[src/hdl/utf8_to_utf16_decoder_core_macros.svh]
// assertion macros shared by the utf-8 to utf-16 decoder rtl
// no dependencies; define ASSERT_OFF to drop every check
`ifndef UTF8_TO_UTF16_DECODER_CORE_MACROS_SVH
`define UTF8_TO_UTF16_DECODER_CORE_MACROS_SVH
`ifndef ASSERT_OFF
// plain property, sampled on the rising edge, off during reset
`define UTF_ASSERT(lbl, clk, rst_n, prop, msg) \
	lbl: assert property (@(posedge clk) disable iff (!rst_n) (prop)) else $error(msg);
// overlapping implication
`define UTF_ASSERT_IMP(lbl, clk, rst_n, ante, cons, msg) \
	lbl: assert property (@(posedge clk) disable iff (!rst_n) (ante) |-> (cons)) \
		else $error(msg);
`else
`define UTF_ASSERT(lbl, clk, rst_n, prop, msg)
`define UTF_ASSERT_IMP(lbl, clk, rst_n, ante, cons, msg)
`endif
`endif

[src/hdl/utfdec_pkg.sv]
// types and constants of the utf-8 to utf-16 decoder
// used by the front, back and top rtl files of the block; no dependencies
package utfdec_pkg;

	typedef struct packed {
		logic [7:0] text_byte;
		logic       text_end;
	} item_t;

	typedef struct packed {
		logic [15:0] code_unit;
		logic        unit_valid;
		logic        text_done;
		logic        run_last;
	} result_t;

	// what follows the replacement units of one item
	typedef logic [1:0] tail_t;
	localparam tail_t TAIL_NONE = 2'd0;
	localparam tail_t TAIL_UNIT = 2'd1;
	localparam tail_t TAIL_PAIR = 2'd2;
	localparam tail_t TAIL_END  = 2'd3;

	// descriptor handed from front to back
	typedef struct packed {
		logic [1:0]  n_repl;
		tail_t       tail;
		logic [15:0] unit_a;
		logic [15:0] unit_b;
	} desc_t;

	localparam logic [15:0] REPL_UNIT = 16'hFFFD;
	localparam logic [15:0] HI_SURR   = 16'hD800;
	localparam logic [15:0] LO_SURR   = 16'hDC00;
	localparam logic [20:0] CP_MAX    = 21'h10FFFF;
	localparam logic [20:0] SURR_MIN  = 21'h00D800;
	localparam logic [20:0] SURR_MAX  = 21'h00DFFF;
	localparam logic [20:0] SUPP_BASE = 21'h010000;

endpackage

[src/hdl/utfdec_fifo.sv]
// small word queue between the decoder front and back
// depends on utf8_to_utf16_decoder_core_macros.svh
`include "utf8_to_utf16_decoder_core_macros.svh"
module utfdec_fifo #(
	parameter int WIDTH = 1,
	parameter int DEPTH = 4
) (
	input  logic             clk,
	input  logic             arst_n,
	input  logic             wr_en,
	input  logic [WIDTH-1:0] wr_data,
	input  logic             rd_en,
	output logic [WIDTH-1:0] rd_data,
	output logic             full,
	output logic             empty
);

	localparam int AW = (DEPTH > 1) ? $clog2(DEPTH) : 1;
	localparam int CW = $clog2(DEPTH + 1);
	localparam logic [AW-1:0] LAST_PTR = AW'(DEPTH - 1);
	localparam logic [CW-1:0] FULL_CNT = CW'(DEPTH);

	logic [WIDTH-1:0] mem_q [DEPTH];
	logic [AW-1:0]    wr_ptr_q;
	logic [AW-1:0]    rd_ptr_q;
	logic [CW-1:0]    count_q;

	assign full    = (count_q == FULL_CNT);
	assign empty   = (count_q == '0);
	assign rd_data = mem_q[rd_ptr_q];

	always_ff @(posedge clk) begin
		if (wr_en) begin
			mem_q[wr_ptr_q] <= wr_data;
		end
	end

	always_ff @(posedge clk or negedge arst_n) begin
		if (!arst_n) begin
			wr_ptr_q <= '0;
			rd_ptr_q <= '0;
			count_q  <= '0;
		end else begin
			if (wr_en) begin
				wr_ptr_q <= (wr_ptr_q == LAST_PTR) ? '0 : wr_ptr_q + AW'(1);
			end
			if (rd_en) begin
				rd_ptr_q <= (rd_ptr_q == LAST_PTR) ? '0 : rd_ptr_q + AW'(1);
			end
			if (wr_en && !rd_en) begin
				count_q <= count_q + CW'(1);
			end else if (rd_en && !wr_en) begin
				count_q <= count_q - CW'(1);
			end
		end
	end

	`UTF_ASSERT_IMP(a_fifo_no_underflow, clk, arst_n, rd_en, count_q != '0, "read from empty queue")
	`UTF_ASSERT_IMP(a_fifo_no_overflow, clk, arst_n, wr_en && !rd_en, count_q != FULL_CNT, "write to full queue")

endmodule

[src/hdl/utfdec_front.sv]
// decoder front: takes bytes, tracks the open sequence, classifies each item
// depends on utfdec_pkg and utf8_to_utf16_decoder_core_macros.svh
`include "utf8_to_utf16_decoder_core_macros.svh"
module utfdec_front (
	input  logic               clk,
	input  logic               arst_n,
	input  logic               take,
	input  utfdec_pkg::item_t  item,
	output utfdec_pkg::desc_t  desc,
	output logic               desc_valid
);

	logic [1:0]  exp_q;
	logic [1:0]  seen_q;
	logic [20:0] part_q;

	logic [1:0]  exp_d;
	logic [1:0]  seen_d;
	logic [20:0] part_d;
	logic        is_cont;
	logic        seq_open;
	logic [1:0]  flush_n;
	logic [1:0]  seen_inc;
	logic [20:0] cp;
	logic [20:0] rest;
	logic [7:0]  b;

	assign b        = item.text_byte;
	assign is_cont  = (b[7:6] == 2'b10);
	assign seq_open = (exp_q != 2'd0);
	assign flush_n  = seq_open ? seen_q + 2'd1 : 2'd0;
	assign seen_inc = seen_q + 2'd1;
	assign cp       = {part_q[14:0], b[5:0]};
	assign rest     = cp - utfdec_pkg::SUPP_BASE;

	always_comb begin
		exp_d       = 2'd0;
		seen_d      = 2'd0;
		part_d      = '0;
		desc.n_repl = 2'd0;
		desc.tail   = utfdec_pkg::TAIL_NONE;
		desc.unit_a = utfdec_pkg::REPL_UNIT;
		desc.unit_b = 16'd0;
		if (item.text_end) begin
			desc.n_repl = flush_n;
			desc.tail   = utfdec_pkg::TAIL_END;
			desc.unit_a = 16'd0;
		end else if (seq_open && is_cont) begin
			if (seen_inc >= exp_q) begin
				// sequence complete: range check (replacement unit on failure), then bmp unit or surrogate pair
				if (cp > utfdec_pkg::CP_MAX ||
						(cp >= utfdec_pkg::SURR_MIN && cp <= utfdec_pkg::SURR_MAX)) begin
					desc.tail = utfdec_pkg::TAIL_UNIT;
				end else if (cp >= utfdec_pkg::SUPP_BASE) begin
					desc.tail   = utfdec_pkg::TAIL_PAIR;
					desc.unit_a = utfdec_pkg::HI_SURR + {6'd0, rest[19:10]};
					desc.unit_b = utfdec_pkg::LO_SURR + {6'd0, rest[9:0]};
				end else begin
					desc.tail   = utfdec_pkg::TAIL_UNIT;
					desc.unit_a = cp[15:0];
				end
			end else begin
				exp_d  = exp_q;
				seen_d = seen_inc;
				part_d = cp;
			end
		end else begin
			// broken sequence is flushed, then the byte is taken afresh
			desc.n_repl = flush_n;
			if (!b[7]) begin
				desc.tail   = utfdec_pkg::TAIL_UNIT;
				desc.unit_a = {8'd0, b};
			end else if (b[7:5] == 3'b110) begin
				exp_d  = 2'd1;
				part_d = {16'd0, b[4:0]};
			end else if (b[7:4] == 4'b1110) begin
				exp_d  = 2'd2;
				part_d = {17'd0, b[3:0]};
			end else if (b[7:3] == 5'b11110) begin
				exp_d  = 2'd3;
				part_d = {18'd0, b[2:0]};
			end else begin
				desc.tail = utfdec_pkg::TAIL_UNIT;
			end
		end
	end

	assign desc_valid = (desc.n_repl != 2'd0) || (desc.tail != utfdec_pkg::TAIL_NONE);

	always_ff @(posedge clk or negedge arst_n) begin
		if (!arst_n) begin
			exp_q  <= 2'd0;
			seen_q <= 2'd0;
			part_q <= '0;
		end else if (take) begin
			exp_q  <= exp_d;
			seen_q <= seen_d;
			part_q <= part_d;
		end
	end

	`UTF_ASSERT_IMP(a_front_idle_clear, clk, arst_n, exp_q == 2'd0, seen_q == 2'd0, "count without open sequence")
	`UTF_ASSERT_IMP(a_front_seen_below, clk, arst_n, exp_q != 2'd0, seen_q < exp_q, "sequence overrun")

endmodule

[src/hdl/utfdec_back.sv]
// decoder back: expands one descriptor into code units, one word per cycle while pop frees the output
// depends on utfdec_pkg and utf8_to_utf16_decoder_core_macros.svh
`include "utf8_to_utf16_decoder_core_macros.svh"
module utfdec_back (
	input  logic                clk,
	input  logic                arst_n,
	input  utfdec_pkg::desc_t   head,
	input  logic                head_valid,
	output logic                head_pop,
	input  logic                pop,
	output logic                empty,
	output utfdec_pkg::result_t result
);

	logic [1:0]          idx_q;
	utfdec_pkg::result_t res_q;
	logic                res_valid_q;

	logic                advance;
	logic                take;
	logic [2:0]          tail_cnt;
	logic [2:0]          total;
	logic                last;
	logic [1:0]          tail_idx;
	utfdec_pkg::result_t res_d;

	assign advance = !res_valid_q || pop;
	assign take    = head_valid && advance;

	always_comb begin
		unique case (head.tail)
			utfdec_pkg::TAIL_NONE: tail_cnt = 3'd0;
			utfdec_pkg::TAIL_PAIR: tail_cnt = 3'd2;
			default:               tail_cnt = 3'd1;
		endcase
	end

	assign total    = {1'b0, head.n_repl} + tail_cnt;
	assign last     = ({1'b0, idx_q} + 3'd1) == total;
	assign tail_idx = idx_q - head.n_repl;

	always_comb begin
		res_d.code_unit  = utfdec_pkg::REPL_UNIT;
		res_d.unit_valid = 1'b1;
		res_d.text_done  = 1'b0;
		res_d.run_last   = last;
		if (idx_q >= head.n_repl) begin
			unique case (head.tail)
				utfdec_pkg::TAIL_UNIT: res_d.code_unit = head.unit_a;
				utfdec_pkg::TAIL_PAIR: begin
					res_d.code_unit = (tail_idx == 2'd0) ? head.unit_a : head.unit_b;
				end
				utfdec_pkg::TAIL_END: begin
					res_d.code_unit  = 16'd0;
					res_d.unit_valid = 1'b0;
					res_d.text_done  = 1'b1;
				end
				default: res_d.code_unit = utfdec_pkg::REPL_UNIT;
			endcase
		end
	end

	assign head_pop = take && last;
	assign empty    = !res_valid_q;
	assign result   = res_q;

	always_ff @(posedge clk) begin
		if (take) begin
			res_q <= res_d;
		end
	end

	always_ff @(posedge clk or negedge arst_n) begin
		if (!arst_n) begin
			idx_q       <= 2'd0;
			res_valid_q <= 1'b0;
		end else begin
			if (take) begin
				res_valid_q <= 1'b1;
				idx_q       <= last ? 2'd0 : idx_q + 2'd1;
			end else if (pop) begin
				res_valid_q <= 1'b0;
			end
		end
	end

	`UTF_ASSERT_IMP(a_back_idx_home, clk, arst_n, !head_valid, idx_q == 2'd0, "index left open")
	`UTF_ASSERT_IMP(a_back_order_nonempty, clk, arst_n, head_valid, total != 3'd0, "empty descriptor")

endmodule

[src/hdl/utf8_to_utf16_decoder_core.sv]
// utf-8 to utf-16 decoder, top level
// the input side takes one byte (or end of text) on push while full is low.
// the result side is a queue: while empty is low the oldest word is on
// result, and pop takes it. run_last marks the last word of an input item,
// text_done the bare end marker that closes a text.
// the front classifies a byte in the cycle it is accepted and writes a
// descriptor into a DESC_DEPTH-entry queue; items that yield no word write nothing.
// the back expands one descriptor into one to four words into a single output
// register that refills in the cycle its word is popped.
// an item's descriptor is registered in the queue and its words in the output
// register. throughput: one byte per cycle while full is low, one word per
// cycle while pop frees the output; an item holds the back until its last word.
// reset clears the open sequence and empties both queues.
// with pop low the output word holds, the back stops, and full rises once
// DESC_DEPTH descriptors are waiting.
// depends on utfdec_pkg, utfdec_fifo, utfdec_front, utfdec_back
module utf8_to_utf16_decoder_core #(
	parameter int DESC_DEPTH = 4
) (
	input  logic                clk,
	input  logic                arst_n,
	input  logic                push,
	output logic                full,
	input  utfdec_pkg::item_t   item,
	output logic                empty,
	input  logic                pop,
	output utfdec_pkg::result_t result
);

	localparam int DW = $bits(utfdec_pkg::desc_t);

	logic              take;
	utfdec_pkg::desc_t front_desc;
	logic              front_valid;
	utfdec_pkg::desc_t head;
	logic [DW-1:0]     head_bits;
	logic              head_empty;
	logic              head_pop;

	assign take = push && !full;
	assign head = utfdec_pkg::desc_t'(head_bits);

	utfdec_front u_front (
		.clk        (clk),
		.arst_n     (arst_n),
		.take       (take),
		.item       (item),
		.desc       (front_desc),
		.desc_valid (front_valid)
	);

	utfdec_fifo #(
		.WIDTH (DW),
		.DEPTH (DESC_DEPTH)
	) u_queue (
		.clk     (clk),
		.arst_n  (arst_n),
		.wr_en   (take && front_valid),
		.wr_data (DW'(front_desc)),
		.rd_en   (head_pop),
		.rd_data (head_bits),
		.full    (full),
		.empty   (head_empty)
	);

	utfdec_back u_back (
		.clk        (clk),
		.arst_n     (arst_n),
		.head       (head),
		.head_valid (!head_empty),
		.head_pop   (head_pop),
		.pop        (pop),
		.empty      (empty),
		.result     (result)
	);

endmodule

[config.mk]
export PLATFORM = sky130hd
export DESIGN_NAME = utf8_to_utf16_decoder_core
export DESIGN_NICKNAME = d
export VERILOG_FILES = /design/src/hdl/utfdec_pkg.sv /design/src/hdl/utfdec_fifo.sv /design/src/hdl/utfdec_front.sv /design/src/hdl/utfdec_back.sv /design/src/hdl/utf8_to_utf16_decoder_core.sv
export VERILOG_INCLUDE_DIRS = /design/src /design/src/hdl
export SDC_FILE = /design/constraint.sdc
export NUM_CORES = 1
export LEC_CHECK = 0
export BUFFER_PORTS_ARGS = -buffer_cell sky130_fd_sc_hd__buf_2
export CORE_MARGIN = 8
export CORE_UTILIZATION = 66
export DETAILED_ROUTE_END_ITERATION = 12
export HOLD_SLACK_MARGIN = 0.02
export PLACE_DENSITY = 0.9
export SLEW_MARGIN = 20
export SYNTH_ARGS = -nofsm -noshare
export SYNTH_HDL_FRONTEND = slang
export SYNTH_SLANG_ARGS = --single-unit
export TNS_END_PERCENT = 1
[constraint.sdc]
create_clock -name clk -period 9.6 [get_ports clk]
set_input_delay 1.92 -clock clk [delete_from_list [all_inputs] [get_ports clk]]
set_output_delay 1.92 -clock clk [all_outputs]
set_load 0.01 [all_outputs]
==> results.md <==
* Post-route DRC violation count at 0
* Reg-to-reg startpoint: u_queue.rd_ptr_q[0]
* Vias at just under 5000
* Initial Utilization at 67.15%
* # IOs at 34
* Clock skew at ~12 ps
* Category of the most critical setup path: register to register
* Flop2flop setup slack at just under 5000 ps
* Largest area contributor in the netlist: edfxtp_1
* Die X at between 100 and 150 um
* #FFs+latches synth at about 170
* Instance count on the critical path at 12
* Number of setup buffers added after CTS at 0
* Num rows at 39
* Core Area at 0.01137 sq mm
* Num CTS Buffers at 17
* Hold depth at 1
* HP Start: u_queue.count_q[2]
* CP delay by family, top: adder cells
* Post_cts resized at 0
* Die Y at between 100 and 150 um
* Lkg Pwr at 3.112 nW
* Top post-synthesis cells by area: edfxtp_1, dfrtp_1, mux4_2, nand2_1, ha_1
* Clock transition at the registers of the reported paths at ~70 ps
* Final Cell Area at ~0.0085 sq mm
* Tot GR Track Use at ~25%
* Initial detailed-routing violation count at between 600 and 700
* Buf/Inv on CP at 2
* Synthesized instance count at roughly 530
* Synthesized area at ~0.0076 sq mm
* Routed wire per std cell at between 20 and 25 um
* Hold_buf cts at 0
* Max Freq at 209.2 MHz
* Final antenna-violating net count at 0
* Final period util at 49.80%
* Count leader, synth: edfxtp_1
* Slew Viols, Final at 0
* Mean area per synthesized cell at roughly 14 sq um
* Worst Path Required at ~9900 ps
* Worst Tran Pin Value at approximately 990 ps
* Vias in the first global route at approximately 4800
* Clock latency on the worst-skew pair at about 420 ps
* Initial antenna violation count at 0
* RSZ-0062 raised after global routing: no
* Unique masters post-synth at between 50 and 60
* Critical Path Slowest Stage Cell: o21ai_1
* Via density at 6.695
* Mux contribution to synthesized area at under 10%
* Share of layout cells above drive strength 1 at 19.52%
* R2r endpoint: u_queue.count_q[1]
* Yosys warns at 0
* Peak VDD IR at ~0.25 mV
* Commonest cells in the netlist: edfxtp_1, nand2_1, mux4_2
* Adder-Cell Fraction of Synth Area at just under 3%
* Sequential fraction of the synthesis area at about two thirds
* Sum Neg Setup Slack at 0 ps
* Placed Area at about 0.008 sq mm
* Pin count of the biggest net entering global routing at 36
* CTS tree: built
* GP Congestion at a little under 1
* Congestion Overflow GR at 0
* Crit end category: register
* Final number of setup-violating endpoints at 0
* CP startpoint kind: register
* Area fraction in compound gates after synthesis at just over 8%
* Power density cells at 314.3 mW/mm^2
* Ant diodes at 0
* Post-Synth XOR/XNOR Area at less than 1%
* Synthesized net count at between 500 and 600
* Drt pass-1 iters at 8
* Final nets at approximately 600
* Root buf cell: clkbuf_16
* Final Hold Fails at 0
* DP Wirelength at approximately 11000 um
* Slew headroom at between 30 and 40%
* Largest family of logic cells by synthesized area: multiplexers
* Status: finished clean
* Slowest Stage Delay on Critical Path at about 750 ps
* Cells on worst reg2reg path at 12
* CP arrival at slightly above 5000 ps
* # H-tree levels at 4
* Critical-path cell list: buf_4 -> mux2_2 -> o21ai_1 -> nor2_1 -> fa_1 -> xor2_1 -> nor3_1 -> nand2_1 -> ha_1 -> inv_1 -> fa_1 -> mux2_2
* CP max FO at 35
* Port-buffer cells at 33
* DIE AREA at roughly 0.015 sq mm
* Post-synth top area share at 56.24%
* Fraction of registers with async set or reset after synthesis at ~17%
* Global-route wire length before repair at 27540 um
* Total of max-cap violations at 0
* Clk sink count at about 170
* Number of flops mapped to enable cells by yosys at between 100 and 150
* Syn-to-layout area delta at 11.52%
* Min Tclk post-route at approximately 4800 ps
* Clock Path Buffers at 2
* Post-synthesis simple-gate area fraction at just under 10%
* Most used DFF post-synth: edfxtp_1
* Routed wire length at approximately 18000 um
* HP Class: register to register
* Min-Delay Endpoint: u_queue.count_q[2]
[sequential cells by signal, summed over array words and instances (netlist names)]
signal,cells
u_queue.count_q,3
u_queue.wr_ptr_q,2
u_back.idx_q,2
u_front.exp_q,2
u_back.result,19
u_front.part_q,15
u_back.res_valid_q,1
u_front.seen_q,2
u_queue.rd_ptr_q,2
u_queue.mem_q,124
[kinds of logic (layout without fill, tap and decap cells)]
kind of cell | Yosys count | in the layout
xor+xnor | 8 | 8
mux | 38 | 38
fa+ha+maj | 17 | 17
simple gates | 156 | 156
flops | 172 | 172
buf+inv | 50 | 96
compound gates | 92 | 92
[where the power goes]
group	switching (W)	total (W)	leakage, nW	internal, W
logic	0.000546	0.000900	1.12	0.000354
clock network	0.000295	0.000682	0.282	0.000387
registers	0.0000660	0.00109	1.71	0.00103
total	0.000907	0.00268	3.11	0.00177
[stage by stage]
| step | power (W) | hold slack (ps) | util [%] | cells | worst slack (ps) |
|---|---|---|---|---|---|
| 3_3_place_gp | 0.001920 | 471.5 | 69.73 | 690 | 5166 |
| 2_1_floorplan | 0.001726 | 456.0 | - | 533 | 5566 |
| 4_1_cts | 0.002685 | 514.2 | 74.89 | 722 | 4822 |
| 5_1_grt | 0.002800 | 529.1 | 74.89 | 722 | 4482 |
| 6_report | 0.002676 | 523.1 | 74.89 | 722 | 4819 |
| 3_5_place_dp | 0.001991 | 507.1 | 69.73 | 690 | 4914 |
[layout by cell type (no fill, tap or decap), types with 3 or more instances in the layout]
cell type   netlist  layout
a21o_1            5       5
a21oi_1          20      20
a22o_1            7       7
a32o_1           10      10
and2_1           15      15
buf_2             3      33
buf_4             0       6
clkbuf_16         0      17
clkinv_2          0       3
clkinvlp_4        0       3
dfrtp_1          29      28
edfxtp_1        143     143
ha_1             15      15
inv_1            25      25
inv_6             0       4
mux2_2            5       5
mux2i_1           3       3
mux4_2           30      30
nand2_1          72      72
nand2b_1          4       4
nand3_1           4       4
nand4_1           3       3
nor2_1           27      27
nor3_1            8       8
nor4_1            6       6
o21ai_0          26      26
o21ai_1           3       3
o22ai_1           3       3
xnor2_1           4       4
xor2_1            4       4
[metal layers]
layer  up-vias  part of all wire [%]  GRT usage, %  wire length (um)
met5         -                     0             0                 0
met4         0                   3.3         11.21               578
li1       2090                     -             -                 -
met2       318                    50         41.16              8851
met3        59                   8.6         4.429              1522
met1      2367                    38         31.50              6650
[final cells by class]
type / instances / area, sq um
clock buffers: 17 / 425.4
flip-flops and latches: 172 / 5021
well taps: 143 / 178.9
multi-input cells: 311 / 2424
fillers: 673 / 2855
clock inverters: 15 / 161.4
repair buffers: 39 / 210.2
inverters: 25 / 93.84
[worst reg2reg max path, delay by kind of cell, from the launching register on]
| kind | cells | cell delay, ps |
|---|---|---|
| AOI/OAI and AO/OA | 1 | 750 |
| xor gates and xnor gates | 1 | 190 |
| adders and majority gates | 3 | 1280 |
| buffers and inverters | 2 | 610 |
| DFF | 1 | 360 |
| muxes | 2 | 740 |
| and+or+nand+nor | 3 | 730 |
[worst max-delay path by stage]
| stage | slack [ps] | endpoint | start |
|---|---|---|---|
| 2_1_floorplan | 5570 | u_queue.count_q[1] | item[7] |
| 3_3_place_gp | 5170 | u_queue.count_q[1] | u_queue.rd_ptr_q[0] |
| 3_5_place_dp | 4910 | u_queue.count_q[1] | u_queue.rd_ptr_q[0] |
| 4_1_cts | 4820 | u_queue.count_q[1] | u_queue.rd_ptr_q[0] |
| 5_1_grt | 4480 | u_queue.count_q[1] | u_queue.rd_ptr_q[0] |
| 6_report | 4820 | u_queue.count_q[1] | u_queue.rd_ptr_q[0] |
(Power assumes the default switching activity.)
